### src/lcg_card_deal_generator_core_defines.svh
// ----------------------------------------------------------------------------
// Card deal generator assertion macros
// Shared assertion forms for the deal generator, clocked on clk and quiet
// while rst_n is low.
// ----------------------------------------------------------------------------
`ifndef LCG_CARD_DEAL_GENERATOR_CORE_DEFINES_SVH
`define LCG_CARD_DEAL_GENERATOR_CORE_DEFINES_SVH

// Property that must hold at every clock edge out of reset.
`define LCGCD_ASSERT(lbl, prop, msg) \
  lbl: assert property (@(posedge clk) disable iff (!rst_n) prop) else $error(msg);

// Condition that must never be seen at a clock edge out of reset.
`define LCGCD_NEVER(lbl, cond, msg) \
  lbl: assert property (@(posedge clk) disable iff (!rst_n) !(cond)) else $error(msg);

`endif

### src/lcgcd_pkg.sv
`timescale 1ns / 1ps
// ----------------------------------------------------------------------------
// Card deal generator package
// Generator constants, field widths, state machine types and the queue
// status record shared by the deal generator modules.
// ----------------------------------------------------------------------------
package lcgcd_pkg;

  localparam logic [31:0] LCG_MUL = 32'd214013;
  localparam logic [31:0] LCG_ADD = 32'd2531011;

  // The draw is bits 30..16 of the generator state.
  localparam int DRAW_MSB = 30;
  localparam int DRAW_LSB = 16;
  localparam int VALUE_W  = DRAW_MSB - DRAW_LSB + 1;

  // Remainder unit: restoring steps, three bits per cycle.
  localparam int MOD_BITS_PER_CYCLE = 3;
  localparam int MOD_CYCLES         = VALUE_W / MOD_BITS_PER_CYCLE;
  localparam int MOD_CNT_W          = $clog2(MOD_CYCLES);

  localparam int CARD_W   = 6;
  localparam int COLUMN_W = 3;
  localparam int ROW_W    = 3;

  localparam int PICK_QUEUE_DEPTH = 4;

  typedef enum logic [1:0] {
    FR_IDLE,
    FR_STEP,
    FR_MOD,
    FR_PUSH
  } front_state_t;

  typedef enum logic [1:0] {
    BK_IDLE,
    BK_FILL,
    BK_WAIT,
    BK_SWAP
  } back_state_t;

  typedef struct packed {
    logic full;
    logic empty;
  } queue_stat_t;

endpackage

### src/lcg_card_deal_generator_core.sv
// ----------------------------------------------------------------------------
// Card deal generator core
// A deal's pace is set by the draw engine: a generator step, the remainder
// steps and a push per card, with stalls on the full pick queue while the
// deck engine fills the deck. The first card follows the fill; busy drops
// after the last card. Synchronous active-low reset returns both engines
// and the queue to idle.
// ----------------------------------------------------------------------------
`timescale 1ns / 1ps
`include "lcg_card_deal_generator_core_defines.svh"

module lcg_card_deal_generator_core #(
  parameter int DECK_CARDS = 52,
  parameter int LAYOUT_COLUMNS = 8
) (
  input  logic                           clk,
  input  logic                           rst_n,
  input  logic                           start,
  input  logic [31:0]                    in_game_number,
  output logic                           busy,
  output logic                           out_valid,
  output logic [lcgcd_pkg::CARD_W-1:0]   out_card,
  output logic [lcgcd_pkg::COLUMN_W-1:0] out_column,
  output logic [lcgcd_pkg::ROW_W-1:0]    out_row,
  output logic                           out_last
);
  import lcgcd_pkg::*;

  localparam int IW = $clog2(DECK_CARDS);

  logic          deal_start;
  logic          front_busy;
  logic          back_busy;
  logic          pick_push;
  logic          pick_pop;
  logic [IW-1:0] pick_in;
  logic [IW-1:0] pick_out;
  queue_stat_t   pick_stat;

  assign deal_start = start && !busy;
  assign busy       = front_busy || back_busy;

  lcgcd_front #(
    .DECK_CARDS (DECK_CARDS)
  ) u_front (
    .clk         (clk),
    .rst_n       (rst_n),
    .deal_start  (deal_start),
    .game_number (in_game_number),
    .queue_stat  (pick_stat),
    .pick_push   (pick_push),
    .pick_data   (pick_in),
    .busy        (front_busy)
  );

  lcgcd_pick_fifo #(
    .WIDTH (IW),
    .DEPTH (PICK_QUEUE_DEPTH)
  ) u_queue (
    .clk       (clk),
    .rst_n     (rst_n),
    .push      (pick_push),
    .push_data (pick_in),
    .pop       (pick_pop),
    .pop_data  (pick_out),
    .stat      (pick_stat)
  );

  lcgcd_back #(
    .DECK_CARDS     (DECK_CARDS),
    .LAYOUT_COLUMNS (LAYOUT_COLUMNS)
  ) u_back (
    .clk        (clk),
    .rst_n      (rst_n),
    .deal_start (deal_start),
    .pick       (pick_out),
    .queue_stat (pick_stat),
    .pick_pop   (pick_pop),
    .out_valid  (out_valid),
    .out_card   (out_card),
    .out_column (out_column),
    .out_row    (out_row),
    .out_last   (out_last),
    .busy       (back_busy)
  );

  // Cards only come out while a deal is in progress.
  `LCGCD_ASSERT(a_card_in_deal, out_valid |-> busy, "card strobe outside a deal")
  // An accepted transaction keeps the core busy on the next cycle.
  `LCGCD_ASSERT(a_start_busy, deal_start |=> busy, "core idle right after start")
  // The draw engine must never push into a full pick queue.
  `LCGCD_NEVER(a_queue_overflow, pick_push && pick_stat.full, "pick queue overflow")
  // The last card ends the deal: no card follows it directly.
  `LCGCD_ASSERT(a_last_ends, out_valid && out_last |=> !out_valid && !busy,
                "activity after the last card")

endmodule

### src/lcgcd_ram.sv
`timescale 1ns / 1ps
// ----------------------------------------------------------------------------
// Generic RAM
// One write port and two read ports, each read registered.
// ----------------------------------------------------------------------------
module lcgcd_ram #(
  parameter int WIDTH = 6,
  parameter int DEPTH = 52,
  localparam int AW = (DEPTH > 1) ? $clog2(DEPTH) : 1
) (
  input  logic             clk,
  input  logic             we,
  input  logic [AW-1:0]    waddr,
  input  logic [WIDTH-1:0] wdata,
  input  logic [AW-1:0]    raddr_a,
  input  logic [AW-1:0]    raddr_b,
  output logic [WIDTH-1:0] rdata_a,
  output logic [WIDTH-1:0] rdata_b
);

  logic [WIDTH-1:0] mem [DEPTH];

  always_ff @(posedge clk) begin
    if (we) begin
      mem[waddr] <= wdata;
    end
    rdata_a <= mem[raddr_a];
    rdata_b <= mem[raddr_b];
  end

endmodule

### src/lcgcd_pick_fifo.sv
`timescale 1ns / 1ps
// ----------------------------------------------------------------------------
// Pick queue
// Short register queue of slot picks between the draw engine and the deck
// engine.
// ----------------------------------------------------------------------------
module lcgcd_pick_fifo #(
  parameter int WIDTH = 6,
  parameter int DEPTH = 4,
  localparam int QW = (DEPTH > 1) ? $clog2(DEPTH) : 1
) (
  input  logic                       clk,
  input  logic                       rst_n,
  input  logic                       push,
  input  logic [WIDTH-1:0]           push_data,
  input  logic                       pop,
  output logic [WIDTH-1:0]           pop_data,
  output lcgcd_pkg::queue_stat_t     stat
);
  import lcgcd_pkg::*;

  logic [WIDTH-1:0] slot_r [DEPTH];
  logic [QW-1:0]    wr_ptr_r, wr_ptr_nxt;
  logic [QW-1:0]    rd_ptr_r, rd_ptr_nxt;
  logic [QW:0]      count_r, count_nxt;
  logic             do_push, do_pop;

  assign do_push = push && !stat.full;
  assign do_pop  = pop && !stat.empty;

  always_comb begin
    stat.full  = (count_r == (QW+1)'(DEPTH));
    stat.empty = (count_r == '0);
    pop_data   = slot_r[rd_ptr_r];
    wr_ptr_nxt = wr_ptr_r;
    rd_ptr_nxt = rd_ptr_r;
    count_nxt  = count_r;
    if (do_push) begin
      wr_ptr_nxt = (wr_ptr_r == QW'(DEPTH - 1)) ? '0 : wr_ptr_r + QW'(1);
    end
    if (do_pop) begin
      rd_ptr_nxt = (rd_ptr_r == QW'(DEPTH - 1)) ? '0 : rd_ptr_r + QW'(1);
    end
    if (do_push && !do_pop) begin
      count_nxt = count_r + (QW+1)'(1);
    end else if (do_pop && !do_push) begin
      count_nxt = count_r - (QW+1)'(1);
    end
  end

  always_ff @(posedge clk) begin
    if (!rst_n) begin
      wr_ptr_r <= '0;
      rd_ptr_r <= '0;
      count_r  <= '0;
    end else begin
      wr_ptr_r <= wr_ptr_nxt;
      rd_ptr_r <= rd_ptr_nxt;
      count_r  <= count_nxt;
    end
  end

  always_ff @(posedge clk) begin
    if (do_push) begin
      slot_r[wr_ptr_r] <= push_data;
    end
  end

endmodule

### src/lcgcd_front.sv
`timescale 1ns / 1ps
// ----------------------------------------------------------------------------
// Draw engine
// Seeds the generator from the deal number, steps it once per card and
// reduces each draw modulo the count of cards left, queuing the slot picks.
// ----------------------------------------------------------------------------
module lcgcd_front #(
  parameter int DECK_CARDS = 52,
  localparam int IW = $clog2(DECK_CARDS),
  localparam int CW = $clog2(DECK_CARDS + 1)
) (
  input  logic                   clk,
  input  logic                   rst_n,
  input  logic                   deal_start,
  input  logic [31:0]            game_number,
  input  lcgcd_pkg::queue_stat_t queue_stat,
  output logic                   pick_push,
  output logic [IW-1:0]          pick_data,
  output logic                   busy
);
  import lcgcd_pkg::*;

  localparam int DW = VALUE_W + CW;

  front_state_t         state_r, state_nxt;
  logic [31:0]          lcg_r, lcg_nxt;
  logic [CW-1:0]        left_r, left_nxt;
  logic [VALUE_W-1:0]   rem_r, rem_nxt;
  logic [MOD_CNT_W-1:0] mod_cnt_r, mod_cnt_nxt;
  logic [VALUE_W-1:0]   rem_step;
  logic [DW-1:0]        divisor_sh;
  logic [4:0]           sh;

  // Three restoring remainder steps on the current window of shifts.
  always_comb begin
    rem_step   = rem_r;
    divisor_sh = '0;
    sh         = '0;
    for (int j = 0; j < MOD_BITS_PER_CYCLE; j++) begin
      sh = 5'(VALUE_W - 1 - MOD_BITS_PER_CYCLE * int'(mod_cnt_r) - j);
      divisor_sh = DW'(left_r) << sh;
      if (DW'(rem_step) >= divisor_sh) begin
        rem_step = rem_step - VALUE_W'(divisor_sh);
      end
    end
  end

  always_comb begin
    state_nxt   = state_r;
    lcg_nxt     = lcg_r;
    left_nxt    = left_r;
    rem_nxt     = rem_r;
    mod_cnt_nxt = mod_cnt_r;
    pick_push   = 1'b0;
    pick_data   = IW'(rem_r);
    busy        = (state_r != FR_IDLE);
    unique case (state_r)
      FR_IDLE: begin
        if (deal_start) begin
          lcg_nxt   = game_number;
          left_nxt  = CW'(DECK_CARDS);
          state_nxt = FR_STEP;
        end
      end
      FR_STEP: begin
        lcg_nxt     = 32'(lcg_r * LCG_MUL) + LCG_ADD;
        rem_nxt     = lcg_nxt[DRAW_MSB:DRAW_LSB];
        mod_cnt_nxt = '0;
        state_nxt   = FR_MOD;
      end
      FR_MOD: begin
        rem_nxt = rem_step;
        if (mod_cnt_r == MOD_CNT_W'(MOD_CYCLES - 1)) begin
          state_nxt = FR_PUSH;
        end else begin
          mod_cnt_nxt = mod_cnt_r + MOD_CNT_W'(1);
        end
      end
      FR_PUSH: begin
        if (!queue_stat.full) begin
          pick_push = 1'b1;
          left_nxt  = left_r - CW'(1);
          state_nxt = (left_r == CW'(1)) ? FR_IDLE : FR_STEP;
        end
      end
      default: state_nxt = FR_IDLE;
    endcase
  end

  always_ff @(posedge clk) begin
    if (!rst_n) begin
      state_r <= FR_IDLE;
      lcg_r   <= '0;
      left_r  <= '0;
    end else begin
      state_r <= state_nxt;
      lcg_r   <= lcg_nxt;
      left_r  <= left_nxt;
    end
  end

  always_ff @(posedge clk) begin
    rem_r     <= rem_nxt;
    mod_cnt_r <= mod_cnt_nxt;
  end

endmodule

### src/lcgcd_back.sv
`timescale 1ns / 1ps
// ----------------------------------------------------------------------------
// Deck engine
// Fills the deck in identity order, then for each queued pick reads the
// picked slot and the last live slot, emits the card and refills the slot.
// ----------------------------------------------------------------------------
module lcgcd_back #(
  parameter int DECK_CARDS = 52,
  parameter int LAYOUT_COLUMNS = 8,
  localparam int IW = $clog2(DECK_CARDS),
  localparam int CW = $clog2(DECK_CARDS + 1)
) (
  input  logic                             clk,
  input  logic                             rst_n,
  input  logic                             deal_start,
  input  logic [IW-1:0]                    pick,
  input  lcgcd_pkg::queue_stat_t           queue_stat,
  output logic                             pick_pop,
  output logic                             out_valid,
  output logic [lcgcd_pkg::CARD_W-1:0]     out_card,
  output logic [lcgcd_pkg::COLUMN_W-1:0]   out_column,
  output logic [lcgcd_pkg::ROW_W-1:0]      out_row,
  output logic                             out_last,
  output logic                             busy
);
  import lcgcd_pkg::*;

  localparam int COLW    = (LAYOUT_COLUMNS > 1) ? $clog2(LAYOUT_COLUMNS) : 1;
  localparam int ROWS    = (DECK_CARDS - 1) / LAYOUT_COLUMNS + 1;
  localparam int ROWW    = (ROWS > 1) ? $clog2(ROWS) : 1;

  back_state_t     state_r, state_nxt;
  logic [IW-1:0]   pos_r, pos_nxt;
  logic [CW-1:0]   left_r, left_nxt;
  logic [COLW-1:0] col_r, col_nxt;
  logic [ROWW-1:0] row_r, row_nxt;
  logic [IW-1:0]   pick_r, pick_nxt;
  logic            last_pos;

  logic              mem_we;
  logic [IW-1:0]     mem_waddr;
  logic [CARD_W-1:0] mem_wdata;
  logic [IW-1:0]     mem_raddr_a;
  logic [IW-1:0]     mem_raddr_b;
  logic [CARD_W-1:0] mem_rdata_a;
  logic [CARD_W-1:0] mem_rdata_b;

  lcgcd_ram #(
    .WIDTH (CARD_W),
    .DEPTH (DECK_CARDS)
  ) u_deck (
    .clk     (clk),
    .we      (mem_we),
    .waddr   (mem_waddr),
    .wdata   (mem_wdata),
    .raddr_a (mem_raddr_a),
    .raddr_b (mem_raddr_b),
    .rdata_a (mem_rdata_a),
    .rdata_b (mem_rdata_b)
  );

  assign last_pos = (pos_r == IW'(DECK_CARDS - 1));

  always_comb begin
    state_nxt   = state_r;
    pos_nxt     = pos_r;
    left_nxt    = left_r;
    col_nxt     = col_r;
    row_nxt     = row_r;
    pick_nxt    = pick_r;
    pick_pop    = 1'b0;
    mem_we      = 1'b0;
    mem_waddr   = pos_r;
    mem_wdata   = CARD_W'(pos_r);
    mem_raddr_a = pick;
    mem_raddr_b = IW'(left_r - CW'(1));
    out_valid   = 1'b0;
    out_card    = mem_rdata_a;
    out_column  = COLUMN_W'(col_r);
    out_row     = ROW_W'(row_r);
    out_last    = 1'b0;
    busy        = (state_r != BK_IDLE);
    unique case (state_r)
      BK_IDLE: begin
        if (deal_start) begin
          pos_nxt   = '0;
          left_nxt  = CW'(DECK_CARDS);
          col_nxt   = '0;
          row_nxt   = '0;
          state_nxt = BK_FILL;
        end
      end
      BK_FILL: begin
        mem_we = 1'b1;
        if (last_pos) begin
          pos_nxt   = '0;
          state_nxt = BK_WAIT;
        end else begin
          pos_nxt = pos_r + IW'(1);
        end
      end
      BK_WAIT: begin
        // The picked-slot read address comes straight from the queue head.
        if (!queue_stat.empty) begin
          pick_pop  = 1'b1;
          pick_nxt  = pick;
          state_nxt = BK_SWAP;
        end
      end
      BK_SWAP: begin
        out_valid = 1'b1;
        out_last  = last_pos;
        mem_we    = 1'b1;
        mem_waddr = pick_r;
        mem_wdata = mem_rdata_b;
        left_nxt  = left_r - CW'(1);
        if (col_r == COLW'(LAYOUT_COLUMNS - 1)) begin
          col_nxt = '0;
          row_nxt = row_r + ROWW'(1);
        end else begin
          col_nxt = col_r + COLW'(1);
        end
        if (last_pos) begin
          state_nxt = BK_IDLE;
        end else begin
          pos_nxt   = pos_r + IW'(1);
          state_nxt = BK_WAIT;
        end
      end
      default: state_nxt = BK_IDLE;
    endcase
  end

  always_ff @(posedge clk) begin
    if (!rst_n) begin
      state_r <= BK_IDLE;
      pos_r   <= '0;
      left_r  <= '0;
      col_r   <= '0;
      row_r   <= '0;
    end else begin
      state_r <= state_nxt;
      pos_r   <= pos_nxt;
      left_r  <= left_nxt;
      col_r   <= col_nxt;
      row_r   <= row_nxt;
    end
  end

  always_ff @(posedge clk) begin
    pick_r <= pick_nxt;
  end

endmodule

### config.mk
export PLATFORM = sky130hd
export DESIGN_NAME = lcg_card_deal_generator_core
export DESIGN_NICKNAME = d
export VERILOG_FILES = /design/src/lcgcd_pkg.sv /design/src/lcg_card_deal_generator_core.sv /design/src/lcgcd_ram.sv /design/src/lcgcd_pick_fifo.sv /design/src/lcgcd_front.sv /design/src/lcgcd_back.sv
export VERILOG_INCLUDE_DIRS = /design/src /design/src/src
export SDC_FILE = /design/constraint.sdc
export NUM_CORES = 1
export LEC_CHECK = 0
export BUFFER_PORTS_ARGS = -buffer_cell sky130_fd_sc_hd__buf_4
export CORE_ASPECT_RATIO = 0.9
export CORE_UTILIZATION = 45
export DETAILED_ROUTE_END_ITERATION = 16
export PLACE_DENSITY = 0.7
export SYNTH_ARGS = -nofsm -noshare
export SYNTH_HDL_FRONTEND = slang
export SYNTH_SLANG_ARGS = --single-unit
### constraint.sdc
create_clock -name clk -period 9.2 [get_ports clk]
set_input_delay 0.92 -clock clk [delete_from_list [all_inputs] [get_ports clk]]
set_output_delay 0.92 -clock clk [all_outputs]
set_load 0.05 [all_outputs]
==> out/summary.txt, run 1 <==
Max-slew headroom: 12.3%
Worst Path Required: 9510 ps
hold path cells: 2
DR WL/cell: 22.8 µm
CP max FO: 24
endpoints failing hold: 0
total number of vias: 21400
Min Clock Period, post-route: 8990 ps
Post-Layout Inst Area: 0.0349 mm²
Post-synth EDFFs: 360
Crit-path slowest cell: a2111oi_0
# Max-Cap Violations: 0
clock slew at reported path FFs: 60 ps
multi-input logic area: 0.0180 mm²
layout cells sized above 1: 17.6%
Crit path arrival time: 9300 ps
Chip Width: 280 µm
Rows: 91
CP Capture Type: register
gpl congestion: 0.945
synth top area cells: edfxtp_1 (34%), mux4_2 (13%), fa_1 (12%)
Final Cycle Share: 97.7%
Hold Path Class: reg -> reg
flop2flop setup slack: 210 ps
DP Worst Slack: -110 ps
mean area per synthesized cell: 12.2 µm²
Root Driver: clkbuf_16
fin. max-slew vios: 0
IO Port Bufs: 48
CTS tree: yes
FFs w/ async S/R, synth: 0%
core box area: 0.0688 mm²
Synth top area share: 34.5%
Filler cells: 5890
RR Startpoint: u_front.mod_cnt_r[1]
CTS Buf Count: 43
H-tree Lvls: 2
clock sinks: 440
largest stage delay on the critical path: 510 ps
cells on worst reg2reg path: 39
drt total wl: 81800 µm
Syn Std Cell Area: 0.0314 mm²
CP Depth: 39
first-pass iteration count of the detailed router: 5
Setup crit start kind: register
largest net degree at the start of global routing: 59
vias per cell: 5.97
Area Overhead vs Synth: 11.2%
Slew @ Worst Pin: 1310 ps
Area after DPL: 0.0330 mm²
Final setup viols: 0
gr usage total: 23.3%
number of global-route vias before repair: 21600
Hold EP: u_front.lcg_r[30]
R2R Path End: u_front.rem_r[1]
Post-Synthesis Cells: 2566
outcome: finished clean
sequential fraction of the synthesis area: 39.6%
initial antenna violation count: 2
Chip Height: 252 µm
area leader, netlist: edfxtp_1
flops & latches, synth: 440
Crit path top cell by count: ha_1
register area: 0.0124 mm²
Total Nets Final: 3041
Top Family by Delay on Critical Path: compound AO/OA/AOI/OAI gates
DRC Markers: 0
# IOs: 50
Setup Crit Path Kind: reg -> reg
Most used DFF post-synth: edfxtp_1
CP Buf/Inv Count: 6
CTS Buffer Depth: 3
final worst-path setup slack: 213 ps
clk_lat worst skew: 580 ps
Die ar.: 0.0708 mm²
Cell variety after synth: 86
first-pass GRT wire length: 126000 µm
post-DP HPWL: 59700 µm
clk_skew: 18.8 ps
Initial Utilization: 45.6%
Fmax: 111 MHz
GRT Residual Overflow: 0
ANT nets after route: 0
Initial DRC Count: 2278
Yosys warning count: 0
HP Start: u_front.lcg_r[30]
CTS Hold Bufs: 0
syn nets: 2981
worst max-delay path by stage:
stage | startpoint | endpoint | slack [ps]
after floorplan | u_front.mod_cnt_r[0] | u_front.rem_r[14] | 60
after global placement | u_front.mod_cnt_r[1] | u_front.rem_r[2] | 100
after detailed placement | u_front.mod_cnt_r[1] | u_front.rem_r[1] | -110
after CTS | u_front.mod_cnt_r[1] | u_front.rem_r[14] | 30
after global routing | u_front.mod_cnt_r[1] | u_front.rem_r[9] | -260
final | u_front.mod_cnt_r[1] | u_front.rem_r[1] | 210
cell families (layout without fill, tap and decap cells):
logic type      count (synthesis)  in the layout  synth area share (%)
simple gates                  581            581                  8.63
compound gates                466            466                  9.66
flops                         440            440                  39.6
fa+ha+maj                     380            380                  19.7
buf+inv                       350            444                  4.29
mux                           241            241                  15.2
xor+xnor                      108            108                  3.02
other cells                     0              1                     0
cell usage after synthesis (all sizes together), types with 17 or more instances:
master and n:
or3 17, clkbuf 79, xor2 30, a211oi 56, edfxtp 360, mux4 187
a21oi 144, nand3 47, mux2i 49, inv 232, nor2 181, and2 19
nor2b 40, dfxtp 80, xnor2 78, nor3 32, nand2b 17, o21ai 105
ha 192, fa 188, buf 38, a21o 28, nand2 174
registers in the layout, summed over array words and instances (netlist names), named ones only:
register	flops
u_back.left_r	6
u_back.out_column	3
u_back.out_row	3
u_back.pick_r	6
u_back.pos_r	6
u_back.state_r	2
u_back.u_deck.mem	312
u_back.u_deck.rdata_a	6
u_back.u_deck.rdata_b	6
u_front.lcg_r	31
u_front.left_r	6
u_front.mod_cnt_r	3
u_front.rem_r	15
u_front.state_r	2
u_queue.count_r	3
u_queue.rd_ptr_r	2
u_queue.slot_r	24
u_queue.wr_ptr_r	2
metal layers:
metal	up-vias	global-route usage, %	share of wire, %
li1	9556	-	-
met1	10800	32.7	42
met2	938	37.5	47
met3	120	4.68	8.5
met4	2	5.00	2.3
met5	-	0	0.016
layout make-up:
type | count | area share (%)
multi-input cells | 1776 | 51.7
flip-flops and latches | 440 | 35.6
well taps | 930 | 3.34
clock buffers | 52 | 3.18
repair buffers | 132 | 2.87
inverters | 233 | 2.51
clock inverters | 27 | 0.771
diodes | 1 | 0.00718
stage by stage:
step | cells | utilization [%] | hold slack, ps | TNS, ps
floorplan | 2566 | - | 449 | 0
global placement | 3486 | 48.0 | 461 | 0
detailed placement | 3486 | 48.0 | 479 | -373
CTS | 3566 | 50.0 | 487 | 0
global route | 3590 | 50.7 | 520 | -2710
finish | 3591 | 50.7 | 485 | 0
placed cells by master, fill, tap and decap left out, types with 8 or more instances in the layout:
master / netlist / final
a211o_1: 8 / 8
a211oi_1: 56 / 54
a21o_1: 28 / 28
a21oi_1: 138 / 127
a21oi_2: 4 / 13
a22oi_1: 8 / 8
a31oi_1: 13 / 13
and2_1: 18 / 18
and3_1: 13 / 13
buf_4: 2 / 125
clkbuf_1: 79 / 9
clkbuf_16: 0 / 43
clkinv_1: 1 / 10
clkinv_2: 0 / 9
dfxtp_1: 80 / 79
edfxtp_1: 360 / 360
fa_1: 188 / 187
ha_1: 192 / 180
ha_4: 0 / 9
inv_1: 232 / 231
mux2i_1: 49 / 46
mux4_2: 187 / 184
nand2_1: 174 / 174
nand2b_1: 17 / 16
nand3_1: 45 / 45
nand4_1: 9 / 9
nor2_1: 179 / 178
nor2b_1: 40 / 40
nor3_1: 32 / 27
o21a_1: 11 / 11
o21ai_0: 99 / 89
o21ai_1: 6 / 13
o21bai_1: 14 / 14
o31ai_1: 9 / 8
or3_1: 16 / 16
xnor2_1: 78 / 75
xor2_1: 30 / 29
worst min-delay path, delay by kind of cell, from the launching register on:
family           cells  cell delay, ps
flip-flops           1             320
AO/OA/AOI/OAI        1              50
AND/OR/NAND/NOR      1              60
timing repair:
action	in CTS	in global routing
gates cloned	0	1
setup buffers	1	23
endpoints found under the hold margin	0	0
setup endpoints to repair	13	15
resized for setup	5	57
pin swaps	2	21
Power of run 1 is not shown: default switching activity piles up to over one toggle a cycle in this logic, so the estimate is an artifact.
==> run 2, diff against run 1 <==
- CORE_UTILIZATION: 45 -> 35
- PLACE_DENSITY: 0.7 -> 0.58
==> run 2 against run 1 <==
  * Highest routed layer unchanged
  * Final cell count is 6.4% higher
  * Utilization fell by 11 points
  * Worst setup slack improved by 180 ps
  * Clock skew increased by 4.7 ps
  * Largest cell class unchanged
  * Hold slack got worse by 4.6 ps
  * Maximum frequency rose by 2.1%
  * Wire length up 5.0%
  * First-iteration DRC count shrank 12%
  * Cell area rose by 1.2%
  * Critical path depth increased by 1
  * Via count grew 0.58%
  * Flip-flop and latch count stayed put
==> out/summary.txt, run 2 (synthesized netlist as in run 1, its figures left out) <==
layout cells sized above 1: 17.8% (was 17.6%)
Final setup viols: 0 (unchanged)
Chip Width: 318 µm (was 280 µm)
Chip Height: 286 µm (was 252 µm)
CP Buf/Inv Count: 5 (was 6)
gr usage total: 18.9% (was 23.3%)
post-DP HPWL: 62400 µm (was 59700 µm)
fin. max-slew vios: 0 (unchanged)
HP Start: u_front.lcg_r[30] (unchanged)
Hold EP: u_front.lcg_r[30] (unchanged)
Area after DPL: 0.0334 mm² (was 0.0330 mm²)
CTS tree: yes (unchanged)
most frequent cells in the layout: edfxtp_1 (360), inv_1 (231), fa_1 (186) (was edfxtp_1 (360), inv_1 (231), fa_1 (187))
DP Worst Slack: -99.8 ps (was -110 ps)
# IOs: 50 (unchanged)
Slew @ Worst Pin: 1360 ps (was 1310 ps)
Fmax: 114 MHz (was 111 MHz)
H-tree Lvls: 2 (unchanged)
Initial DRC Count: 2009 (was 2278)
Area Overhead vs Synth: 12.6% (was 11.2%)
Post-Layout Inst Area: 0.0353 mm² (was 0.0349 mm²)
Min Clock Period, post-route: 8810 ps (was 8990 ps)
CP Capture Type: register (unchanged)
outcome: finished clean (unchanged)
CP max FO: 24 (unchanged)
endpoints failing hold: 0 (unchanged)
Initial Utilization: 35.5% (was 45.6%)
# Max-Cap Violations: 0 (unchanged)
Setup crit start kind: register (unchanged)
max FFs per register: 312 (unchanged)
Worst Path Required: 9530 ps (was 9510 ps)
Hold Path Class: reg -> reg (unchanged)
Top Registers: u_back.u_deck.mem (312), u_front.lcg_r (31), u_queue.slot_r (24) (unchanged)
Total Nets Final: 3045 (was 3041)
Die ar.: 0.0908 mm² (was 0.0708 mm²)
clock slew at reported path FFs: 60 ps (about the same)
hold path cells: 2 (unchanged)
final worst-path setup slack: 395 ps (was 213 ps)
CTS Buffer Depth: 3 (unchanged)
ANT cells: 0 (was 1)
CTS Buf Count: 44 (was 43)
largest net degree at the start of global routing: 56 (was 59)
DR WL/cell: 22.5 µm (was 22.8 µm)
cells on worst reg2reg path: 40 (was 39)
ANT nets after route: 0 (unchanged)
commonest non-fill, non-tap cell in the layout: edfxtp_1 (unchanged)
Root Driver: clkbuf_16 (unchanged)
clock sinks: 440 (unchanged)
gpl congestion: 0.901 (was 0.945)
Rows: 103 (was 91)
Final Cycle Share: 95.7% (was 97.7%)
setup TNS: 0 ps (unchanged)
largest stage delay on the critical path: 450 ps (was 510 ps)
flop2flop setup slack: 390 ps (was 210 ps)
first-pass GRT wire length: 133000 µm (was 126000 µm)
Crit path arrival time: 9140 ps (was 9300 ps)
core box area: 0.0883 mm² (was 0.0688 mm²)
vias per cell: 5.64 (was 5.97)
total number of vias: 21600 (was 21400)
initial antenna violation count: 2 (unchanged)
clk_skew: 23.5 ps (was 18.8 ps)
Top Family by Delay on Critical Path: compound AO/OA/AOI/OAI gates (unchanged)
drt total wl: 85900 µm (was 81800 µm)
R2R Path End: u_front.rem_r[1] (unchanged)
clk_lat worst skew: 610 ps (was 580 ps)
IO Port Bufs: 48 (unchanged)
Crit path top cell by count: ha_1 (unchanged)
Setup Crit Path Kind: reg -> reg (unchanged)
Biggest register: u_back.u_deck.mem (unchanged)
GRT Residual Overflow: 0 (unchanged)
Crit-path slowest cell: fa_2 (was a2111oi_0)
DRC Markers: 0 (unchanged)
number of global-route vias before repair: 22100 (was 21600)
RR Startpoint: u_front.mod_cnt_r[1] (unchanged)
Max-slew headroom: 8.79% (was 12.3%)
CTS Hold Bufs: 0 (unchanged)
first-pass iteration count of the detailed router: 5 (unchanged)
-- run 2: final cells by class --
cell class / count / area, µm²
multi-input combinational: 1776 / 18000
inverter: 233 / 876
sequential: 440 / 12400
timing repair buffer: 135 / 1060
fill: 8272 / 53000
tap: 1155 / 1450
clock buffer: 57 / 1220
clock inverter: 25 / 269
-- run 2: worst register-to-register path, delay by kind of cell, from the launching register on --
family | cells | cell delay, ps
AO/OA/AOI/OAI | 15 | 2810
XOR/XNOR | 1 | 210
adder cells (fa/ha/maj) | 5 | 1760
buffers and inverters | 5 | 700
flip-flops | 1 | 380
multiplexers | 1 | 230
AND/OR/NAND/NOR | 13 | 2450
-- run 2: worst max-delay path by stage --
| stage | start | slack (ps) | to | depth (start not counted) |
|---|---|---|---|---|
| finish | u_front.mod_cnt_r[1] | 390 | u_front.rem_r[1] | 40 |
| global route | u_front.mod_cnt_r[1] | -10 | u_front.rem_r[6] | 40 |
| CTS | u_front.mod_cnt_r[1] | 20 | u_front.rem_r[14] | 43 |
| floorplan | u_front.mod_cnt_r[0] | 60 | u_front.rem_r[14] | 49 |
| detailed placement | u_front.mod_cnt_r[1] | -100 | u_front.rem_r[1] | 42 |
| global placement | u_front.mod_cnt_r[1] | 30 | u_front.rem_r[14] | 44 |
-- run 2: stage by stage --
step                instances  util (%)  hold WS (ps)
global route             3821      40.0           528
detailed placement       3720      37.8           469
finish                   3821      40.0           480
CTS                      3803      39.5           478
global placement         3720      37.8           469
floorplan                2566         -           449
-- run 2: timing repair --
item	CTS	global route
gates resized for setup	4	60
endpoints found under the setup margin	12	15
pin swaps	4	24
buffers inserted	1	18
-- run 2: per-layer routing --
layer	vias up	global-route usage, %	part of all wire (%)
li1	9587	-	-
met1	11100	26.5	44
met2	786	30.5	47
met3	113	3.32	7.1
met4	2	4.66	2.2
met5	-	0	0.019
Power of run 2 is left out for the same reason.
==> run 3, diff against run 2 <==
--- a/config.mk
+++ b/config.mk
@@ -11,4 +11,5 @@
 export CORE_UTILIZATION = 35
+export CTS_BUF_LIST = sky130_fd_sc_hd__clkbuf_8
 export DETAILED_ROUTE_END_ITERATION = 16
-export PLACE_DENSITY = 0.58
+export PLACE_DENSITY = 0.63
 export SYNTH_ARGS = -nofsm -noshare
==> constraint.sdc (replaced) <==
create_clock -name clk -period 9.2 [get_ports clk]
set_input_delay 1.38 -clock clk [delete_from_list [all_inputs] [get_ports clk]]
set_output_delay 1.38 -clock clk [all_outputs]
set_load 0.05 [all_outputs]
==> run 3 against run 2 <==
  * Maximum frequency rose by 0.71%
  * Die area did not move
  * Cell area fell by 0.36%
  * Clock skew rose by 15 ps
  * Final cell count rose by 1.3%
  * Sequential share of layout area rose by 0.13 points
  * Worst setup slack improved by 62 ps
  * Count of clock-buffer cells in the layout rose by 22
  * Via count fell by 1.3%
  * Global-route usage fell by 0.77 points
  * Largest cell class unchanged
==> out/summary.txt, run 3 (synthesized netlist as in run 1, its figures left out) <==
CP max FO: 7 (was 24)
endpoints failing hold: 0 (unchanged)
DRC Markers: 0 (unchanged)
Worst Path Required: 9680 ps (was 9530 ps)
ANT nets after route: 0 (unchanged)
unrepaired setup endpoints after global routing: false
clk_skew: 38.5 ps (was 23.5 ps)
Filler cells: 8271 (was 8272)
Final Util: 39.8% (was 40.0%)
clock sinks: 440 (unchanged)
Post-Layout Cell Count: 3869 (was 3821)
gr usage total: 18.2% (was 18.9%)
DR WL/cell: 21.3 µm (was 22.5 µm)
first-pass iteration count of the detailed router: 6 (was 5)
Top Registers: u_back.u_deck.mem (312), u_front.lcg_r (31), u_queue.slot_r (24) (unchanged)
multi-input logic area: 0.0179 mm² (was 0.0180 mm²)
Biggest register: u_back.u_deck.mem (unchanged)
largest stage delay on the critical path: 470 ps (was 450 ps)
Final Cycle Share: 95.0% (was 95.7%)
Initial Utilization: 35.5% (unchanged)
Chip Height: 286 µm (unchanged)
drt total wl: 82300 µm (was 85900 µm)
Total Nets Final: 3073 (was 3045)
# IOs: 50 (unchanged)
Crit path arrival time: 9220 ps (was 9140 ps)
Hold Path Class: reg -> reg (unchanged)
GRT Residual Overflow: 0 (unchanged)
post-DP HPWL: 59800 µm (was 62400 µm)
most frequent cells in the layout: edfxtp_1 (360), inv_1 (255), fa_1 (187) (was edfxtp_1 (360), inv_1 (231), fa_1 (186))
Setup Crit Path Kind: reg -> reg (unchanged)
gpl congestion: 0.915 (was 0.901)
first-pass GRT wire length: 127000 µm (was 133000 µm)
Post-Layout Inst Area: 0.0352 mm² (was 0.0353 mm²)
Initial DRC Count: 2061 (was 2009)
IO Port Bufs: 48 (unchanged)
Slew @ Worst Pin: 1170 ps (was 1360 ps)
fin. max-slew vios: 0 (unchanged)
Crit-path slowest cell: a211oi_4 (was fa_2)
vias per cell: 5.50 (was 5.64)
Fmax: 114 MHz (about the same)
clock slew at reported path FFs: 60 ps (about the same)
CTS Buffer Depth: 3 (unchanged)
CP Capture Type: register (unchanged)
outcome: finished clean (unchanged)
Rows: 103 (unchanged)
Crit path top cell by count: buf_4 (was ha_1)
largest net degree at the start of global routing: 56 (unchanged)
Area after DPL: 0.0334 mm² (about the same)
Chip Width: 318 µm (unchanged)
hold slack final: 481 ps (was 480 ps)
register area: 0.0124 mm² (unchanged)
Root Driver: clkbuf_8 (was clkbuf_16)
clk_lat worst skew: 670 ps (was 610 ps)
Placed Cells: 3729 (was 3720)
H-tree Lvls: 3 (was 2)
number of global-route vias before repair: 21000 (was 22100)
CTS Buf Count: 72 (was 44)
Final setup viols: 0 (unchanged)
commonest non-fill, non-tap cell in the layout: edfxtp_1 (unchanged)
CTS tree: yes (unchanged)
Max-slew headroom: 20.9% (was 8.79%)
total number of vias: 21300 (was 21600)
Area Overhead vs Synth: 12.2% (was 12.6%)
Setup crit start kind: register (unchanged)
max FFs per register: 312 (unchanged)
Die ar.: 0.0908 mm² (unchanged)
initial antenna violation count: 3 (was 2)
core box area: 0.0883 mm² (unchanged)
layout cells sized above 1: 18.0% (was 17.8%)
Min Clock Period, post-route: 8740 ps (was 8810 ps)
# Max-Cap Violations: 0 (unchanged)
==> run 3: layout make-up <==
type	instances	area share (%)
clock buffers	79	3.09
multi-input cells	1776	51.0
clock inverters	50	1.10
diodes	1	0.00711
flip-flops and latches	440	35.3
inverters	233	2.49
repair buffers	135	2.96
well taps	1155	4.11
==> run 3: worst paths after layout <==
| kind | start | end | slack (ps) | cells past startpoint |
|---|---|---|---|---|
| worst max-delay path | u_front.mod_cnt_r[1] | u_front.rem_r[4] | 460 | 41 |
| worst min-delay path | u_front.lcg_r[30] | u_front.lcg_r[30] | 480 | 2 |
| worst max register to register | u_front.mod_cnt_r[1] | u_front.rem_r[4] | 460 | 41 |
| worst min register to register | u_front.lcg_r[30] | u_front.lcg_r[30] | 480 | 2 |
==> run 3: timing repair <==
| item | CTS | global route |
|---|---|---|
| endpoints found under the setup margin | 12 | 15 |
| pin swaps | 0 | 16 |
| buffers inserted | 0 | 10 |
| cloned | 0 | 0 |
| hold buffers | 0 | 0 |
| resized for setup | 3 | 39 |
| hold endpoints to repair | 0 | 0 |
==> run 3: critical path, delay by kind of cell (launching register included) <==
kind / cells / cell delay (ps)
multiplexers: 2 / 580
AO/OA/AOI/OAI: 11 / 2260
buffers and inverters: 7 / 910
adder cells (fa/ha/maj): 5 / 1600
AND/OR/NAND/NOR: 15 / 2570
flip-flops: 1 / 380
XOR/XNOR: 1 / 230
==> run 3: per-layer routing <==
metal	vias to the layer above	global-route usage, %	routed length [µm]
met5	-	0	10
met3	111	4.27	7680
met1	10600	26.6	37000
met4	2	4.83	1940
met2	924	26.8	35700
li1	9642	-	-
==> run 3: stage by stage <==
stage	TNS (ps)	setup WS [ps]
4_1_cts	0	1.35
6_report	0	457
2_1_floorplan	0	56.5
5_1_grt	0	3.96
3_3_place_gp	0	108
3_5_place_dp	-364	-87.0
Power of run 3 is left out for the same reason.
